===== src/hdl/progression_intersect_core_macros.svh =====
// Assertion macros for the progression intersection core.
`ifndef PROGRESSION_INTERSECT_CORE_MACROS_SVH
`define PROGRESSION_INTERSECT_CORE_MACROS_SVH
`ifndef SYNTH
// Check that the antecedent implies the consequent in the same cycle.
`define PIC_ASSERT_IMP(lbl, clk, rst, ante, cons) \
   lbl: assert property (@(posedge clk) disable iff (rst) (ante) |-> (cons)) \
      else $error("progression intersect check failed");
// Check that the antecedent implies the consequent in the next cycle.
`define PIC_ASSERT_NXT(lbl, clk, rst, ante, cons) \
   lbl: assert property (@(posedge clk) disable iff (rst) (ante) |=> (cons)) \
      else $error("progression intersect check failed");
`else
`define PIC_ASSERT_IMP(lbl, clk, rst, ante, cons)
`define PIC_ASSERT_NXT(lbl, clk, rst, ante, cons)
`endif
`endif


===== src/hdl/pic_pkg.sv =====
// Shared types, width helpers and defaults for the progression intersection core.
`default_nettype none
package pic_pkg;

   localparam int START_WIDTH_DEF = 32;
   localparam int STEP_WIDTH_DEF  = 16;
   localparam int COUNT_WIDTH_DEF = 24;

   // Width of the result start field
   function automatic int meet_start_w(input int sw, input int dw, input int cw);
      return ((sw > dw + cw) ? sw : dw + cw) + 2;
   endfunction

   // Width of the internal signed working values
   function automatic int work_w(input int sw, input int dw, input int cw);
      int a;
      int b;
      a = meet_start_w(sw, dw, cw) + 2;
      b = 2 * dw + 2;
      return (a > b) ? a : b;
   endfunction

   // Round a width up to whole bytes
   function automatic int pad8(input int n);
      return ((n + 7) / 8) * 8;
   endfunction

   typedef enum logic [4:0] {
      OP_NONE, OP_LOAD, OP_MUL_A, OP_MUL_B, OP_ADD_B,
      OP_EU_DIV, OP_EU_MUL, OP_EU_UPD, OP_G_DIV, OP_G_CHK,
      OP_M_DIV, OP_M_SET, OP_K_DIV, OP_K_MUL, OP_P_DIV,
      OP_X_MUL, OP_X_ADD, OP_L_DIV, OP_S_SET, OP_C_DIV,
      OP_EMIT, OP_EMIT_ZERO
   } pic_op_type;

   typedef struct packed {
      pic_op_type op;
   } pic_cmd_type;

   typedef struct packed {
      logic win_bad;
      logic r1_zero;
      logic div_done;
      logic g_bad;
      logic start_bad;
   } pic_stat_type;

endpackage
`default_nettype wire


===== src/hdl/pic_ctrl.sv =====
// Controller: sequences the datapath and runs both stream handshakes.
`default_nettype none
module pic_ctrl (
   input  wire logic                  clock,
   input  wire logic                  reset,
   input  wire logic                  req_tvalid,
   output logic                       req_tready,
   output logic                       rsp_tvalid,
   input  wire logic                  rsp_tready,
   input  wire pic_pkg::pic_stat_type stat,
   output pic_pkg::pic_cmd_type       cmd
);
   import pic_pkg::*;

   typedef enum logic [29:0] {
      ST_IDLE    = 30'd1 << 0,
      ST_MUL_A   = 30'd1 << 1,
      ST_MUL_B   = 30'd1 << 2,
      ST_ADD_B   = 30'd1 << 3,
      ST_WIN     = 30'd1 << 4,
      ST_EU_DIV  = 30'd1 << 5,
      ST_EU_WAIT = 30'd1 << 6,
      ST_EU_MUL  = 30'd1 << 7,
      ST_EU_UPD  = 30'd1 << 8,
      ST_G_DIV   = 30'd1 << 9,
      ST_G_WAIT  = 30'd1 << 10,
      ST_G_CHK   = 30'd1 << 11,
      ST_M_DIV   = 30'd1 << 12,
      ST_M_WAIT  = 30'd1 << 13,
      ST_M_SET   = 30'd1 << 14,
      ST_K_DIV   = 30'd1 << 15,
      ST_K_WAIT  = 30'd1 << 16,
      ST_K_MUL   = 30'd1 << 17,
      ST_P_DIV   = 30'd1 << 18,
      ST_P_WAIT  = 30'd1 << 19,
      ST_X_MUL   = 30'd1 << 20,
      ST_X_ADD   = 30'd1 << 21,
      ST_L_DIV   = 30'd1 << 22,
      ST_L_WAIT  = 30'd1 << 23,
      ST_S_SET   = 30'd1 << 24,
      ST_S_CHK   = 30'd1 << 25,
      ST_C_DIV   = 30'd1 << 26,
      ST_C_WAIT  = 30'd1 << 27,
      ST_EMIT    = 30'd1 << 28,
      ST_ZERO    = 30'd1 << 29
   } pic_state_type;

   pic_state_type state_ff, state_in;
   logic          rsp_valid_ff, rsp_valid_in;
   logic          slot_free, accept;

   assign slot_free = !rsp_valid_ff || rsp_tready;
   assign accept    = req_tvalid && (state_ff == ST_IDLE);

   // Next state and datapath command
   always_comb begin
      state_in = state_ff;
      cmd.op   = OP_NONE;
      unique case (state_ff)
         ST_IDLE: if (accept) begin
            cmd.op   = OP_LOAD;
            state_in = ST_MUL_A;
         end
         ST_MUL_A: begin
            cmd.op   = OP_MUL_A;
            state_in = ST_MUL_B;
         end
         ST_MUL_B: begin
            cmd.op   = OP_MUL_B;
            state_in = ST_ADD_B;
         end
         ST_ADD_B: begin
            cmd.op   = OP_ADD_B;
            state_in = ST_WIN;
         end
         ST_WIN: state_in = stat.win_bad ? ST_ZERO : ST_EU_DIV;
         ST_EU_DIV: begin
            cmd.op   = OP_EU_DIV;
            state_in = ST_EU_WAIT;
         end
         ST_EU_WAIT: if (stat.div_done) state_in = ST_EU_MUL;
         ST_EU_MUL: begin
            cmd.op   = OP_EU_MUL;
            state_in = ST_EU_UPD;
         end
         ST_EU_UPD: begin
            cmd.op   = OP_EU_UPD;
            state_in = stat.r1_zero ? ST_G_DIV : ST_EU_DIV;
         end
         ST_G_DIV: begin
            cmd.op   = OP_G_DIV;
            state_in = ST_G_WAIT;
         end
         ST_G_WAIT: if (stat.div_done) state_in = ST_G_CHK;
         ST_G_CHK: begin
            cmd.op   = OP_G_CHK;
            state_in = stat.g_bad ? ST_ZERO : ST_M_DIV;
         end
         ST_M_DIV: begin
            cmd.op   = OP_M_DIV;
            state_in = ST_M_WAIT;
         end
         ST_M_WAIT: if (stat.div_done) state_in = ST_M_SET;
         ST_M_SET: begin
            cmd.op   = OP_M_SET;
            state_in = ST_K_DIV;
         end
         ST_K_DIV: begin
            cmd.op   = OP_K_DIV;
            state_in = ST_K_WAIT;
         end
         ST_K_WAIT: if (stat.div_done) state_in = ST_K_MUL;
         ST_K_MUL: begin
            cmd.op   = OP_K_MUL;
            state_in = ST_P_DIV;
         end
         ST_P_DIV: begin
            cmd.op   = OP_P_DIV;
            state_in = ST_P_WAIT;
         end
         ST_P_WAIT: if (stat.div_done) state_in = ST_X_MUL;
         ST_X_MUL: begin
            cmd.op   = OP_X_MUL;
            state_in = ST_X_ADD;
         end
         ST_X_ADD: begin
            cmd.op   = OP_X_ADD;
            state_in = ST_L_DIV;
         end
         ST_L_DIV: begin
            cmd.op   = OP_L_DIV;
            state_in = ST_L_WAIT;
         end
         ST_L_WAIT: if (stat.div_done) state_in = ST_S_SET;
         ST_S_SET: begin
            cmd.op   = OP_S_SET;
            state_in = ST_S_CHK;
         end
         ST_S_CHK: state_in = stat.start_bad ? ST_ZERO : ST_C_DIV;
         ST_C_DIV: begin
            cmd.op   = OP_C_DIV;
            state_in = ST_C_WAIT;
         end
         ST_C_WAIT: if (stat.div_done) state_in = ST_EMIT;
         ST_EMIT: if (slot_free) begin
            cmd.op   = OP_EMIT;
            state_in = ST_IDLE;
         end
         ST_ZERO: if (slot_free) begin
            cmd.op   = OP_EMIT_ZERO;
            state_in = ST_IDLE;
         end
         default: state_in = ST_IDLE;
      endcase
   end

   // Hold the result valid until it is taken
   always_comb begin
      if ((cmd.op == OP_EMIT) || (cmd.op == OP_EMIT_ZERO)) begin
         rsp_valid_in = 1'b1;
      end else if (rsp_tready) begin
         rsp_valid_in = 1'b0;
      end else begin
         rsp_valid_in = rsp_valid_ff;
      end
   end

   always_ff @(posedge clock) begin
      if (reset) begin
         state_ff     <= ST_IDLE;
         rsp_valid_ff <= 1'b0;
      end else begin
         state_ff     <= state_in;
         rsp_valid_ff <= rsp_valid_in;
      end
   end

   assign req_tready = state_ff == ST_IDLE;
   assign rsp_tvalid = rsp_valid_ff;
endmodule
`default_nettype wire


===== config.mk =====
export PLATFORM = sky130hd
export DESIGN_NAME = pic_ctrl
export DESIGN_NICKNAME = d
export VERILOG_FILES = /design/src/hdl/progression_intersect_core_macros.svh /design/src/hdl/pic_pkg.sv /design/src/hdl/pic_ctrl.sv
export SDC_FILE = /design/constraint.sdc
export NUM_CORES = 1
export LEC_CHECK = 0
export ABC_AREA = 1
export BUFFER_PORTS_ARGS = -buffer_cell sky130_fd_sc_hd__buf_2
export CORE_MARGIN = 10
export CORE_UTILIZATION = 65
export CTS_CLUSTER_SIZE = 12
export DETAILED_ROUTE_END_ITERATION = 8
export GPL_TIMING_DRIVEN = 0
export HOLD_SLACK_MARGIN = 0.02
export PLACE_DENSITY_LB_ADDON = 0.08
export SYNTH_ARGS = -nofsm -noshare
export SYNTH_HDL_FRONTEND = slang
export SYNTH_SLANG_ARGS = --single-unit

===== constraint.sdc =====
create_clock -name clock -period 3.26 [get_ports clock]
set_clock_uncertainty 0.05 [all_clocks]
set_input_delay 0.326 -clock clock [delete_from_list [all_inputs] [get_ports clock]]
set_output_delay 0.326 -clock clock [all_outputs]
set_load 0.02 [all_outputs]

After elaboration in Yosys (flattened, before gate mapping)
Index checks and enable logic that the tools add are counted.
W data, S select, Z words.
{"block": "op_classes", "addsub": 0, "multipliers": 0, "div_mod_pow": 0, "n_lt_le_gt_ge": 0, "n_eq_ne": 41, "shift": 0, "mux": 20, "bitwise": 0, "reduce_logical": 7}
{"operator": "$pmux W30 S29", "count": 1}
{"operator": "$mux W30", "count": 12}
{"operator": "$pmux W5 S21", "count": 1}
{"operator": "$eq A30 B1 Y1 const B", "count": 1}
{"operator": "$eq A30 B10 Y1 const B", "count": 1}
{"operator": "$eq A30 B11 Y1 const B", "count": 1}
{"operator": "$eq A30 B12 Y1 const B", "count": 1}
{"operator": "$eq A30 B13 Y1 const B", "count": 1}
{"operator": "$eq A30 B14 Y1 const B", "count": 1}
{"operator": "$eq A30 B15 Y1 const B", "count": 1}
{"operator": "$eq A30 B16 Y1 const B", "count": 1}
{"operator": "$eq A30 B17 Y1 const B", "count": 1}
{"operator": "$eq A30 B18 Y1 const B", "count": 1}
{"operator": "$eq A30 B19 Y1 const B", "count": 1}
{"operator": "$eq A30 B2 Y1 const B", "count": 1}
{"operator": "$eq A30 B20 Y1 const B", "count": 1}
{"operator": "$eq A30 B21 Y1 const B", "count": 1}
{"operator": "$eq A30 B22 Y1 const B", "count": 1}
{"operator": "$eq A30 B23 Y1 const B", "count": 1}
{"operator": "$eq A30 B24 Y1 const B", "count": 1}
{"operator": "$eq A30 B25 Y1 const B", "count": 1}
{"operator": "$eq A30 B26 Y1 const B", "count": 1}
{"operator": "$eq A30 B27 Y1 const B", "count": 1}
{"operator": "$eq A30 B28 Y1 const B", "count": 1}
{"operator": "21 further kinds", "count": 33}
{"block": "totals", "reg_bits": 31, "latchBits": 0, "ramBits": 0, "romBits": 0, "in_bits": 9, "elab_cells": 70, "mem_count": 0}

Longest topological paths before layout
{"block": "depth", "word_depth": 7, "ltp_mapped": 15}

Least setup slack after synthesis
Ideal clock, no wire load.
{"block": "synth_path", "path_kind": "register to output", "start": "register state_ff[23]", "end": "output port cmd[1] (netlist name)", "arrival_ns": 1.435, "required_time_ns": 2.884, "slack_ns": 1.449, "stages_incl_launch_ff": 11, "path_cell_list": "dfxtp_1 > nor2_2 > nand2_4 > inv_2 > nand2_4 > nor2_8 > buf_4 > nand2_1 > nand2_1 > nor3_1 > nand4_1"}
{"element": "start: declaration", "line_no": "pic_ctrl.sv:48", "text": "pic_state_type state_ff, state_in;"}
{"element": "start signal: assignment", "line_no": "pic_ctrl.sv:173", "text": "state_ff <= state_in;"}
{"element": "end: declaration", "line_no": "pic_ctrl.sv:11", "text": "output pic_pkg::pic_cmd_type cmd"}

==> results.yml <==
run_status:
  status: "completed"
die:
  pin_count: 16
  die_x_um: 78.4
  die_h_um: 78.4
  rows: 21
  initial_core_util_pct: 66.9
  core_area_um2: 3310
  die_area_um2: 6140
sta:
  tns_ns: 0
  setup_viol_count_final: 0
  slew_headroom_pct: 58.7
  fin_hold_ws_ns: 0.121
  fmax_mhz: 403
  min_period_over_period_pct: 76.2
  finalHoldViolations: 0
  rsz0062_at_grt: "no"
  final_max_slew_viol_count: 0
  fin_crit_ns: 2.48
  worst_pin_slew_ns: 0.620
worst_setup_path:
  r2r_slack_ns: 1.16
  cp.arrival_ns: 2.11
  critPathLaunch: "state_ff[16]$_SDFFE_PP0P_"
  crit_path_end: "cmd[1]"
  cp-end-kind: "primary output"
  path_class: "reg2out"
  reg2reg_from: "state_ff[10]$_SDFFE_PP0P_"
  slowest_stage: "dfxtp_1"
  crit_chain: "inv_1 -> nand2_1 -> nor2_1 -> nand2_4 -> nor2_8 -> buf_4 -> nand2_1 -> nand2_1 -> nor3_1 -> nand4_1 -> buf_2"
  worstSetupStartpointType: "flop"
  required_ns: 2.88
  crit_fanout: 10
  r2r-end: "state_ff[29]$_SDFFE_PP0P_"
  cp_slowest_stage_delay_ns: 0.35
  r2r_cells: 14
  crit_top_cell: "nand2_1"
routing:
  ant_nets: 0
  vias: 2311
  wire_per_inst_um: 12.6
  drt_wl_total_mm: 5.52
  viasPerCell: 5.29
  dr.pass1.iters: 5
  drt_iter0_drc: 249
  drc: 0
clock_network:
  postCtsHoldBufs: 0
  ctsHtreeMaxLevel: 2
  cts_setup_buffers: 0
  ctsRootBufferMaster: "clkbuf_4"
  cts_tree: "built"
  clockBufferDepth: 2
  insertion_delay_ns: 0.35
  cts.reportedPaths.clkPinSlew_ns: 0.09
  clkSinkCount: 31
  numCtsBuffers: 5
  cts_resized: 0
cells_and_area:
  seq_area_um2: 621
  final_common_cell: "nand2_1"
  area_delta_synth_final_pct: 8.14
  drive_gt1_share_pct: 16.6
  nets: 399
  fillers: 313
  multiInputGateArea_um2: 1380
  diodes: 0
  fin_area_um2: 2390
  final_cell_mix: "nand2_1, nor2_1, inv_1"
power:
  p_per_area_nw_per_um2: 329
  ir_worst_vdd_uv: 272
  leakagePower_nw: 1.17
logic_synthesis:
  syn_nets: 378
  yosys_warnings: 0
  ys_ff_latch: 31
  synth_area_um2: 2210
  synth_cell_types: 27
  yosysSeqAreaShare_pct: 28.0
  synth_cells: 369
  avgSynthCellArea_um2: 6.00
placement:
  io_buffer_count: 14
  place_hpwl_mm: 4.37
  dpl-instance-area_um2: 2340
  globalplace.congestion: 0.963
grt:
  grt_pass1_wl_mm: 9.10
  antenna_found_initial: 0
  grt_overflow: 0
  grt_max_degree: 11
  grt_usage_pct: 18.1
  grt_pass1_vias: 2055
run:
  maxCapViolations: 0
worst_hold_path:
  hp-class: "in2reg"
[synthesized netlist by cell type]
cell / instances / area [um^2]
a21oi_1: 13 / 65.1
a21oi_2: 3 / 26.3
buf_1: 1 / 3.75
buf_4: 1 / 7.51
buf_6: 2 / 22.5
clkbuf_1: 2 / 7.51
dfxtp_1: 31 / 621
inv_1: 39 / 146
inv_2: 8 / 30.0
nand2_1: 96 / 360
nand2_2: 7 / 43.8
nand2_4: 4 / 45.0
nand3_1: 31 / 155
nand3b_1: 1 / 7.51
nand3b_4: 1 / 20.0
nand4_1: 8 / 50.1
nor2_1: 85 / 319
nor2_2: 6 / 37.5
nor2_4: 8 / 90.1
nor2_8: 2 / 40.0
nor3_1: 13 / 65.1
nor3b_1: 2 / 15.0
nor4_1: 1 / 6.26
o2111ai_1: 1 / 8.76
o21ai_0: 1 / 5.00
o22ai_1: 1 / 6.26
or2_4: 1 / 8.76
[state kept, by name, summed over array words and instances (netlist names)]
register	cells
rsp_tvalid	1
state_ff	30
[critical path: cells and delay by family, from the launching register on]
kind | cells | cell delay (ns)
and+or+nand+nor | 8 | 0.95
buffers and inverters | 3 | 0.45
DFF | 1 | 0.35
[power breakdown]
part           switching (mW)  leakage [nW]  internal, mW  total (mW)
logic                   0.122         0.885        0.0571       0.179
clock network           0.140        0.0347        0.0801       0.220
registers             0.00386         0.250         0.384       0.388
[how the worst min path moves through the flow]
| stage | start | endpoint | slack (ns) | cells past startpoint |
|---|---|---|---|---|
| floorplan | stat[1] | state_ff[12]$_SDFFE_PP0P_ | 0.35 | 1 |
| global placement | state_ff[16]$_SDFFE_PP0P_ | state_ff[16]$_SDFFE_PP0P_ | 0.43 | 2 |
| detailed placement | state_ff[16]$_SDFFE_PP0P_ | state_ff[16]$_SDFFE_PP0P_ | 0.43 | 2 |
| CTS | stat[1] | state_ff[12]$_SDFFE_PP0P_ | 0.11 | 2 |
| global route | stat[1] | state_ff[12]$_SDFFE_PP0P_ | 0.11 | 2 |
| finish | stat[1] | state_ff[12]$_SDFFE_PP0P_ | 0.12 | 2 |
[per-stage QoR]
| step | instances | util [%] | setup WS [ns] | power [mW] |
|---|---|---|---|---|
| 3_3_place_gp | 429 | 70.7 | 1.19 | 0.571 |
| 3_5_place_dp | 429 | 70.7 | 1.17 | 0.573 |
| 2_1_floorplan | 369 | - | 1.45 | 0.531 |
| 5_1_grt | 437 | 72.3 | 0.628 | 0.820 |
| 4_1_cts | 437 | 72.3 | 0.787 | 0.787 |
| 6_report | 437 | 72.3 | 0.777 | 0.788 |
[layer usage]
metal / vias to the layer above / routed length (um) / track usage (%)
met5: - / 0 / 0
met4: 0 / 95 / 8.06
met3: 13 / 403 / 4.10
met2: 108 / 2590 / 29.9
met1: 988 / 2430 / 22.0
li1: 1202 / - / -
[area by class of cell]
class | count | area share, %
Buffer | 6 | 1.73
Clock buffer | 5 | 1.57
Clock inverter | 3 | 0.627
Inverter | 47 | 7.37
Multi-Input combinational cell | 285 | 57.4
Sequential cell | 31 | 25.9
Tap cell | 46 | 2.40
Timing Repair Buffer | 14 | 2.93
[logic make-up after synthesis]
group	after synthesis	share of synthesized area, %
AOI/OAI and AO/OA	19	5.03
buffers and inverters	53	9.84
DFF	31	28.0
and+or+nand+nor	266	57.1
Power figures use the tool's default switching activity.
